`src/rtl/vsa_pkg.sv`:
```
`timescale 1ns / 1ps
`default_nettype none

package vsa_pkg;

    // Field widths of the stream items
    localparam int SLOT_W   = 5;
    localparam int CH_W     = 4;
    localparam int NOTE_W   = 7;
    localparam int VEL_W    = 7;
    localparam int KEY_W    = CH_W + NOTE_W;
    localparam int SIZE_W   = 3;
    localparam int OP_W     = 2;
    localparam int ACT_W    = 2;

    // Packed tdata widths, padded to whole bytes
    localparam int IN_TDATA_W  = 24;
    localparam int OUT_TDATA_W = 24;

    // Reset value of the table size register
    localparam logic [SIZE_W-1:0] SIZE_RESET = 3'd5;

    typedef enum logic [OP_W-1:0] {
        OP_NOTE_ON    = 2'd0,
        OP_NOTE_OFF   = 2'd1,
        OP_VOICE_DONE = 2'd2
    } t_opcode;

    typedef enum logic [ACT_W-1:0] {
        ACT_RELEASE   = 2'd0,
        ACT_START     = 2'd1,
        ACT_FULL      = 2'd2,
        ACT_NOT_FOUND = 2'd3
    } t_action;

    // Verdict of the shared probe compare on one slot
    typedef struct packed {
        logic free;
        logic hit;
    } t_probe;

endpackage

`default_nettype wire

```
`src/rtl/vsa_key_ram.sv`:
```
`timescale 1ns / 1ps
`default_nettype none

module vsa_key_ram
    import vsa_pkg::*;
#(
    parameter int ADDR_W = 5
) (
    input  wire logic              i_clk,
    input  wire logic              i_wr_en,
    input  wire logic [ADDR_W-1:0] i_wr_addr,
    input  wire logic [KEY_W-1:0]  i_wr_data,
    input  wire logic              i_rd_en,
    input  wire logic [ADDR_W-1:0] i_rd_addr,
    output logic      [KEY_W-1:0]  o_rd_data
);

    localparam int DEPTH = 1 << ADDR_W;

    logic [KEY_W-1:0] r_mem [DEPTH];

    // Write port
    always_ff @(posedge i_clk) begin
        if (i_wr_en) begin
            r_mem[i_wr_addr] <= i_wr_data;
        end
    end

    // Registered read port
    always_ff @(posedge i_clk) begin
        if (i_rd_en) begin
            o_rd_data <= r_mem[i_rd_addr];
        end
    end

endmodule

`default_nettype wire

```
`src/rtl/vsa_probe.sv`:
```
`timescale 1ns / 1ps
`default_nettype none

module vsa_probe
    import vsa_pkg::*;
#(
    parameter int ADDR_W = 5
) (
    input  wire logic [ADDR_W-1:0] i_home,
    input  wire logic [ADDR_W-1:0] i_idx,
    input  wire logic [ADDR_W-1:0] i_mask,
    input  wire logic [KEY_W-1:0]  i_want,
    input  wire logic [KEY_W-1:0]  i_key,
    input  wire logic              i_busy,
    input  wire logic              i_held,
    output logic      [ADDR_W-1:0] o_addr,
    output t_probe                 o_probe
);

    // Step from home, wrap at the table size
    assign o_addr = (i_home + i_idx) & i_mask;

    // A held slot matches only on the full channel and note key
    assign o_probe.free = !i_busy;
    assign o_probe.hit  = i_held && (i_key == i_want);

endmodule

`default_nettype wire

```
`src/rtl/voice_slot_allocator.sv`:
```
`timescale 1ns / 1ps
`default_nettype none

// Voice slot allocator: a polyphonic voice table with linear probing.
// Requests arrive on the s_axis stream (tuser = opcode), results leave on
// the m_axis stream (tuser = action, tlast on the final result of a
// request). The table size register is written on the cfg channel, which
// is always ready; write it only while no request is in flight.
// A voice-done request produces no result.
// A note-on or note-off walks the table one slot per probe; each probe
// passes through a read state and a check state because the key store is
// a single memory with a registered read feeding one shared compare unit.
// A note-on walk ends at a free slot and a note-off walk at a matching
// slot; a walk that covers the whole table ends in a final state with the
// table-full or not-found result. s_axis_tready is high only between
// requests and returns in the cycle after the final result loads, so a
// note request cannot be taken until the walk of the last one ends;
// voice-done requests are taken every cycle while no walk is in progress.
// Results sit in an output register; when the receiver stalls the walk
// holds at the slot that wants to emit. A request can be taken while the
// last result of the previous one still waits.
// Reset frees every slot and sets the table to 2^5 slots; the key store
// is not cleared since only busy slots are ever compared.

module voice_slot_allocator
    import vsa_pkg::*;
#(
    parameter int MAX_SLOT_BITS = 5
) (
    input  wire logic                   i_clk,
    input  wire logic                   i_rst_n,
    // request stream
    input  wire logic                   s_axis_tvalid,
    output logic                        s_axis_tready,
    // tdata: channel[3:0], note_key[10:4], velocity[17:11], done_slot[22:18]
    input  wire logic [IN_TDATA_W-1:0]  s_axis_tdata,
    // tuser: opcode[1:0]
    input  wire logic [OP_W-1:0]        s_axis_tuser,
    // result stream
    output logic                        m_axis_tvalid,
    input  wire logic                   m_axis_tready,
    // tdata: slot[4:0], out_channel[8:5], out_key[15:9], out_velocity[22:16]
    output logic [OUT_TDATA_W-1:0]      m_axis_tdata,
    // tuser: action[1:0]
    output logic [ACT_W-1:0]            m_axis_tuser,
    output logic                        m_axis_tlast,
    // table size register write
    input  wire logic                   i_cfg_valid,
    output logic                        o_cfg_ready,
    input  wire logic [SIZE_W-1:0]      i_cfg_data
);

    localparam int AW    = MAX_SLOT_BITS;
    localparam int SLOTS = 1 << AW;

    typedef enum logic [1:0] {
        ST_IDLE,
        ST_READ,
        ST_CHECK,
        ST_FINAL
    } t_state;

    t_state             r_state;
    logic [SIZE_W-1:0]  r_size;
    logic [SLOTS-1:0]   r_busy;
    logic [SLOTS-1:0]   r_held;
    logic [OP_W-1:0]    r_op;
    logic [KEY_W-1:0]   r_want;
    logic [VEL_W-1:0]   r_vel;
    logic [AW-1:0]      r_home;
    logic [AW-1:0]      r_mask;
    logic [AW-1:0]      r_idx;
    logic [AW-1:0]      r_slot;

    logic               r_out_valid;
    t_action            r_out_action;
    logic [SLOT_W-1:0]  r_out_slot;
    logic [KEY_W-1:0]   r_out_key;
    logic [VEL_W-1:0]   r_out_vel;
    logic               r_out_last;

    logic [CH_W-1:0]    in_ch;
    logic [NOTE_W-1:0]  in_note;
    logic [VEL_W-1:0]   in_vel;
    logic [SLOT_W-1:0]  in_done;
    logic [SIZE_W-1:0]  size_sat;
    logic [AW:0]        mask_full;
    logic [NOTE_W:0]    home_sum;
    logic               in_xfer;
    logic               done_in_range;

    logic [AW-1:0]      probe_addr;
    logic [KEY_W-1:0]   rd_key;
    t_probe             probe;

    logic               out_free;
    logic               do_start;
    logic               do_release;
    logic               do_pass;
    logic               do_final;
    logic               advance;
    logic               load_out;

    t_action            n_action;
    logic [SLOT_W-1:0]  n_slot;
    logic [VEL_W-1:0]   n_vel;
    logic               n_last;

    // Unpack the request fields
    assign in_ch   = s_axis_tdata[3:0];
    assign in_note = s_axis_tdata[10:4];
    assign in_vel  = s_axis_tdata[17:11];
    assign in_done = s_axis_tdata[22:18];

    assign s_axis_tready = (r_state == ST_IDLE);
    assign in_xfer       = s_axis_tvalid && s_axis_tready;
    assign o_cfg_ready   = 1'b1;

    // Table size: saturate, then build the wrap mask and the home slot
    assign size_sat  = (r_size > SIZE_W'(MAX_SLOT_BITS)) ? SIZE_W'(MAX_SLOT_BITS) : r_size;
    assign mask_full = ((AW + 1)'(1) << size_sat) - (AW + 1)'(1);
    assign home_sum  = (NOTE_W + 1)'(in_ch) + (NOTE_W + 1)'(in_note);
    assign done_in_range = (SLOT_W'(in_done[AW-1:0]) == in_done);

    vsa_probe #(
        .ADDR_W (AW)
    ) u_probe (
        .i_home  (r_home),
        .i_idx   (r_idx),
        .i_mask  (r_mask),
        .i_want  (r_want),
        .i_key   (rd_key),
        .i_busy  (r_busy[r_slot]),
        .i_held  (r_held[r_slot]),
        .o_addr  (probe_addr),
        .o_probe (probe)
    );

    vsa_key_ram #(
        .ADDR_W (AW)
    ) u_key_ram (
        .i_clk     (i_clk),
        .i_wr_en   (do_start),
        .i_wr_addr (r_slot),
        .i_wr_data (r_want),
        .i_rd_en   (r_state == ST_READ),
        .i_rd_addr (probe_addr),
        .o_rd_data (rd_key)
    );

    // Decide what the current probe does
    always_comb begin
        out_free   = !r_out_valid || m_axis_tready;
        do_start   = (r_state == ST_CHECK) && (r_op == OP_NOTE_ON) && probe.free && out_free;
        do_release = (r_state == ST_CHECK) && probe.hit && out_free;
        do_pass    = (r_state == ST_CHECK) && !probe.hit
                     && !((r_op == OP_NOTE_ON) && probe.free);
        do_final   = (r_state == ST_FINAL) && out_free;
        advance    = do_pass || (do_release && (r_op == OP_NOTE_ON));
        load_out   = do_start || do_release || do_final;
    end

    // Select the result to load
    always_comb begin
        n_action = ACT_RELEASE;
        n_slot   = SLOT_W'(r_slot);
        n_vel    = '0;
        n_last   = 1'b0;
        if (do_start) begin
            n_action = ACT_START;
            n_vel    = r_vel;
            n_last   = 1'b1;
        end else if (do_release) begin
            n_last   = (r_op == OP_NOTE_OFF);
        end else begin
            n_action = (r_op == OP_NOTE_ON) ? ACT_FULL : ACT_NOT_FOUND;
            n_slot   = SLOT_W'(r_home);
            n_last   = 1'b1;
        end
    end

    // Sequencer, slot flags and output valid
    always_ff @(posedge i_clk) begin
        if (!i_rst_n) begin
            r_state     <= ST_IDLE;
            r_size      <= SIZE_RESET;
            r_busy      <= '0;
            r_held      <= '0;
            r_out_valid <= 1'b0;
        end else begin
            if (i_cfg_valid) begin
                r_size <= i_cfg_data;
            end

            if (load_out) begin
                r_out_valid <= 1'b1;
            end else if (m_axis_tready) begin
                r_out_valid <= 1'b0;
            end

            unique case (r_state)
                ST_IDLE: begin
                    if (in_xfer) begin
                        case (s_axis_tuser)
                            OP_NOTE_ON, OP_NOTE_OFF: r_state <= ST_READ;
                            OP_VOICE_DONE: begin
                                if (done_in_range) begin
                                    r_busy[in_done[AW-1:0]] <= 1'b0;
                                    r_held[in_done[AW-1:0]] <= 1'b0;
                                end
                            end
                            default: ;
                        endcase
                    end
                end
                ST_READ: begin
                    r_state <= ST_CHECK;
                end
                ST_CHECK: begin
                    if (do_start) begin
                        r_busy[r_slot] <= 1'b1;
                        r_held[r_slot] <= 1'b1;
                        r_state        <= ST_IDLE;
                    end else if (do_release) begin
                        r_held[r_slot] <= 1'b0;
                    end
                    if (do_release && (r_op == OP_NOTE_OFF)) begin
                        r_state <= ST_IDLE;
                    end else if (advance) begin
                        r_state <= (r_idx == r_mask) ? ST_FINAL : ST_READ;
                    end
                end
                ST_FINAL: begin
                    if (do_final) begin
                        r_state <= ST_IDLE;
                    end
                end
                default: r_state <= ST_IDLE;
            endcase
        end
    end

    // Request context, probe index and result payload
    always_ff @(posedge i_clk) begin
        if (in_xfer) begin
            r_op   <= s_axis_tuser;
            r_want <= {in_ch, in_note};
            r_vel  <= in_vel;
            r_mask <= mask_full[AW-1:0];
            r_home <= home_sum[AW-1:0] & mask_full[AW-1:0];
            r_idx  <= '0;
        end else if (advance && (r_idx != r_mask)) begin
            r_idx  <= r_idx + AW'(1);
        end
        if (r_state == ST_READ) begin
            r_slot <= probe_addr;
        end
        if (load_out) begin
            r_out_action <= n_action;
            r_out_slot   <= n_slot;
            r_out_key    <= r_want;
            r_out_vel    <= n_vel;
            r_out_last   <= n_last;
        end
    end

    assign m_axis_tvalid = r_out_valid;
    assign m_axis_tuser  = r_out_action;
    assign m_axis_tlast  = r_out_last;
    assign m_axis_tdata  = {1'b0, r_out_vel, r_out_key[NOTE_W-1:0],
                            r_out_key[KEY_W-1:NOTE_W], r_out_slot};

endmodule

`default_nettype wire

```
`config.mk`:
```
export PLATFORM = sky130hd
export DESIGN_NAME = voice_slot_allocator
export DESIGN_NICKNAME = d
export VERILOG_FILES = /design/src/rtl/vsa_pkg.sv /design/src/rtl/vsa_key_ram.sv /design/src/rtl/vsa_probe.sv /design/src/rtl/voice_slot_allocator.sv
export SDC_FILE = /design/constraint.sdc
export NUM_CORES = 1
export LEC_CHECK = 0
export ABC_AREA = 1
export BUFFER_PORTS_ARGS = -buffer_cell sky130_fd_sc_hd__buf_2
export CORE_MARGIN = 2
export CORE_UTILIZATION = 45
export CTS_CLUSTER_SIZE = 14
export DETAILED_ROUTE_END_ITERATION = 8
export PLACE_DENSITY_LB_ADDON = 0.08
export SLEW_MARGIN = 30
export SYNTH_ARGS = -nofsm -noshare
export SYNTH_HDL_FRONTEND = slang
export SYNTH_HIERARCHICAL = 1
export SYNTH_SLANG_ARGS = --single-unit
```
`constraint.sdc`:
```
create_clock -name i_clk -period 5.15 [get_ports i_clk]
set_input_delay 1.03 -clock i_clk [delete_from_list [all_inputs] [get_ports i_clk]]
set_output_delay 1.03 -clock i_clk [all_outputs]
set_load 0.1 [all_outputs]
```
# == Word level (Yosys, flattened, before mapping) ==
# Memories as Yosys holds them, arrays and structs flattened. A register that Yosys moved wholly into a read port is not among the register bits.
# Cells that the tools add are included.
# totals
register_bits,136
ram_bits,352
out_inout_bits,30
wordCells,124
memories,1
# mem_list
name,words,word_bits,rd,rd_ports_with_merged_regs,wr,line,text
u_key_ram.r_mem,32,11,1,1,1,vsa_key_ram.sv:20,logic [KEY_W-1:0] r_mem [DEPTH];
# classes
addsub,4
magnitude_cmp,5
n_eq_ne,16
shift,1
n_mux,34
bitwise_logic,10
reduce_logical,35
# op_table
cell,n
32-bit 2-to-1 mux,7
32-bit case mux with 2 select lines,2
32-bit bitwise AND,3
32-bit inverter,2
32-bit OR,2
1-bit logical AND,16
2-bit 2-to-1 mux,7
5-bit by 6-bit < comparator with 1-bit output (second input constant),2
4-bit AND reduction,3
11-bit == test,1
5-bit bitwise AND,2
1-bit binary-select mux with 5-bit select,2
1-bit demux with 5-bit select,2
5-bit by 1-bit greater-or-equal comparator with 1-bit output (second input constant),2
1-bit 2-to-1 mux,10
5-bit 2-to-1 mux,2
2-bit case mux with 4 select lines,1
2-bit by 1-bit == test with 1-bit output (second input constant),3
2-bit == test (second input constant),3
2-bit logical NOT,3
2-bit by 1-bit != test with 1-bit output (second input constant),3
2-bit OR reduction,3
4-bit by 5-bit adder with 5-bit output,1
5-bit by 1-bit adder with 5-bit output (second input constant),1
other kinds (14),22

# == Logic depth before layout (Yosys ltp) ==
# depth
depth_word,10
depth_mapped,21
mapped_depth_nobuf,19

# == Cells and area by module ==
# Netlist, hierarchy kept.
# by_module_without_submodules
module,instances,cells_per_inst,area_each_um2
vsa_key_ram,1,1249,14776.7
voice_slot_allocator,1,890,6906.6
vsa_probe,1,84,410.4

# == Least setup slack after synthesis ==
# No wires, ideal clock.
# synth_path
path_type,register to register
startpoint,register r_state[1]
endpoint,"register r_home[0], enable pin"
arrival_time_ps,3402
required_time_ps,4725
setup_slack_ps,1323
path_stages_with_launch,4
n_path_buf,0
synth_period_minus_slack_ps,3827
path_cell_list,dfxtp_1 nor2_1 inv_1 nor2_1
# synth_via
elab_chain_cells,2
# synth_lines
item,line,text
start: declaration,voice_slot_allocator.sv:63,t_state r_state;
start signal: assignment,voice_slot_allocator.sv:230,r_state <= (r_idx == r_mask) ? ST_FINAL : ST_READ;
2-bit logical NOT,voice_slot_allocator.sv:115,assign s_axis_tready = (r_state == ST_IDLE);
named net s_axis_tready,voice_slot_allocator.sv:34,"output logic s_axis_tready,"
1-bit logical AND,voice_slot_allocator.sv:116,assign in_xfer = s_axis_tvalid && s_axis_tready;
named net in_xfer,voice_slot_allocator.sv:89,logic in_xfer;
end signal: assignment,voice_slot_allocator.sv:250,r_home <= home_sum[AW-1:0] & mask_full[AW-1:0];
end: declaration,voice_slot_allocator.sv:70,logic [AW-1:0] r_home;
# The timed path passes the listed nets, and every way through them passes these cells.
# A chain may end at the register's enable or synchronous reset.

==> results.toml <==
[clock_network]
cts-buffers-inserted = 53
cts-resized-gates = 0
cts_tree = "done"
cts-root-buf = "clkbuf_16"
htree_num_levels = 2
insertion_delay_ps = 600
ctsHoldBuffers = 0
clock_sinks = 499
clk_pin_slew_ps = 60
post-cts-setup-buffers = 0
clockBufferDepth = 3

[logic_synthesis]
synthArstFlopShare_pct = 0
ys_ff_latch = 499
syn_avg_cell_area_um2 = 9.94
synth_top_family_by_area = "simple AND/OR/NAND/NOR gates"
synth_edf_count = 424
synth_nets = 2269
synth_xor_xnor_area_share_pct = 0.555
syn_area_mm2 = 0.0221
syn_inst = 2223
synth_flop_cell = "edfxtp_1"
synth-compound-area-share_pct = 5.13
synth_adder_area_share_pct = 0.748
yosys_warnings = 6
synthSimpleGateAreaFrac_pct = 23.8
ys_seq_area_share_pct = 64.4
synthMuxAreaShare_pct = 0
synthDistinctLibCells = 42

[floorplan]
core_area_mm2 = 0.0487
initial_utilization_pct = 45.3
fp-row-count = 81
dieArea_mm2 = 0.0509
die_h_um = 226
dieWidth_um = 226
io_pins = 64

[cells_and_area]
num_antenna_cells = 0
final_area_mm2 = 0.0247
final_cells = 2992
drive_above_1_share_pct = 9.71
multi_input_area_mm2 = 0.00673
nNetsFinal = 2332
area_growth_syn_to_layout_pct = 11.9
nFillCells = 4475
ff_latch_area_mm2 = 0.0142
fin_util_pct = 50.7

[sta]
finalMaxSlewViolations = 0
tns_ps = 0
hold_viol_final = 0
rsz0062_at_grt = "false"
fin_skew_ps = 23.6
min_period_ps = 4050
hold_ws_ps = 522
clock.fmax_mhz = 247
finalSetupViolCount = 0
slew_headroom_pct = 39.0
setup_slack_ps = 1100
tightest_slew_ps = 916
fin_crit_sh_pct = 78.7

[detailed_routing]
vias = 15900
wirelength_met1_um = 25700
wl_per_cell_um = 19.4
top_layer_used = "met4"
wl_met3_um = 3640
met2WireLength_um = 27300
antenna_left = 0
drtIter0Drc = 1375
via_per_inst = 5.32
route.detailed.drc = 0
wirelength_um = 57900
first_pass_iters = 5

[power_and_ir_drop]
sw_frac_of_total_pct = 39.5
vdd_ir_drop_max_uv = 516
p_int_mw = 8.03
fin_total_pwr_mw = 13.3
p_per_area_mw_per_mm2 = 537
net-switching-power_mw = 5.25
p_seq_share_pct = 37.5
comb_power_share_pct = 35.5
leakage_nw = 9.46
clock_power_share_pct = 26.9

[min_path]
hp-class = "reg -> reg"

[grt]
grt_pass1_wl_um = 88900
grt_usage_pct = 23.1
grt_overflow = 0
grt_max_degree = 178
antenna_found_initial = 0
grt_pass1_vias = 15200

[critical_path]
required_ps = 5400
crit_arrival_ps = 4300
start_kind = "register"
setup.worst_path.end_class = "register"
cp_max_fo = 27
crit_type = "reg -> reg"

[place]
gp_congestion = 0.867
place_ws_ps = 1220
portBuffers = 60
place_inst = 2894
dp_hpwl_um = 33600
postPlaceCellArea_mm2 = 0.0231

[run]
maxCapViolations = 0

[status]
outcome = "finished clean"
## per-layer routing
metal	GRT usage, %	vias up
li1	-	7706
met1	32.1	7594
met2	37.8	521
met3	3.53	95
met4	6.30	0
met5	0	-
## flip-flops by register name, indices dropped and copies added (netlist names), named ones only
signal,cells
u_key_ram/o_rd_data,11
m_axis_tvalid,1
r_state,2
r_slot,5
r_size,3
r_vel,7
r_busy,32
r_op,2
r_out_slot,5
u_key_ram/r_mem,352
r_mask,5
r_out_vel,7
r_home,5
m_axis_tuser,2
r_want,11
m_axis_tlast,1
r_idx,5
r_out_key,11
## cells in the final DEF (no fill, tap or decap), types with 11 or more instances in the layout
cell	synthesis	routed
clkinv_2	0	11
nand3_1	304	304
a22oi_1	16	16
buf_2	49	60
inv_1	120	118
buf_4	15	57
nor2_1	187	184
edfxtp_1	424	424
o21ai_2	10	11
clkbuf_16	0	53
a21oi_1	102	101
clkbuf_1	26	15
clkinv_1	2	12
nor3_1	82	82
o21ai_0	26	25
nand2_1	670	670
o22ai_1	17	17
dfxtp_1	75	75
## worst max-delay path: stages (launching register included)
cell	delay [ps]
edfxtp_1	530
nor2_4	360
inv_1	460
o22ai_1	240
o21ai_0	130
nand2_1	130
nor2_1	90
nand2_1	150
nand2_1	80
nor2_1	90
nand2_1	60
nor2_2	240
nand3_1	130
nor2_2	200
inv_2	80
nand2_1	60
inv_1	170
o21ai_2	100
buf_4	360
## final timing paths
path / start / endpoint / slack, ps / cells after the start
worst max register to register: r_slot[1] / r_out_key[7] / 1100 / 18
worst max-delay path: r_slot[1] / r_out_key[7] / 1100 / 18
worst min-delay path: r_size[0] / r_size[0] / 520 / 2
worst min register to register: r_size[0] / r_size[0] / 520 / 2
## synth_stat cells, types with 2 or more instances
master	number	area (µm²)
nor2_4	2	22.5
o21ai_0	26	130
inv_2	3	11.3
conb_1	2	7.51
o31ai_1	4	30.0
nand2_1	670	2510
clkbuf_1	26	97.6
nor2_1	187	702
nand3_1	304	1520
o21ai_1	10	50.1
buf_6	16	180
nand2_4	2	22.5
o21a_1	10	75.1
o22ai_1	17	106
buf_2	49	245
a22oi_1	16	120
nand3b_1	2	15.0
buf_4	15	113
xnor2_1	8	70.1
clkinv_1	2	7.51
fa_1	2	40.0
a21oi_1	102	510
ha_1	10	125
o21bai_1	2	15.0
xor2_1	6	52.6
buf_1	7	26.3
o21ai_2	10	87.6
nor2_2	2	12.5
edfxtp_1	424	12700
dfxtp_1	75	1500
nor3_1	82	410
inv_1	120	450
## cell families after synthesis
kind of cell,after synthesis
flops,499
xor+xnor,14
simple gates,1256
fa+ha+maj,12
compound gates,198
other cells,2
buf+inv,242
## cell type report
type / instances / area share (%)
flip-flops and latches: 499 / 57.6
multi-input cells: 1482 / 27.2
clock inverters: 27 / 0.749
repair buffers: 124 / 3.44
inverters: 126 / 1.94
clock buffers: 70 / 5.70
well taps: 664 / 3.36
## power by group through the flow
stage | Combinational (mW) | Clock, mW | Sequential, mW
finish | 4.72 | 3.58 | 4.98
global route | 5.22 | 3.81 | 5.01
CTS | 4.73 | 3.65 | 4.98
detailed placement | 4.71 | 0 | 5.07
global placement | 4.65 | 0 | 5.08
floorplan | 3.17 | 0 | 5.30
(Power assumes the default switching activity.)
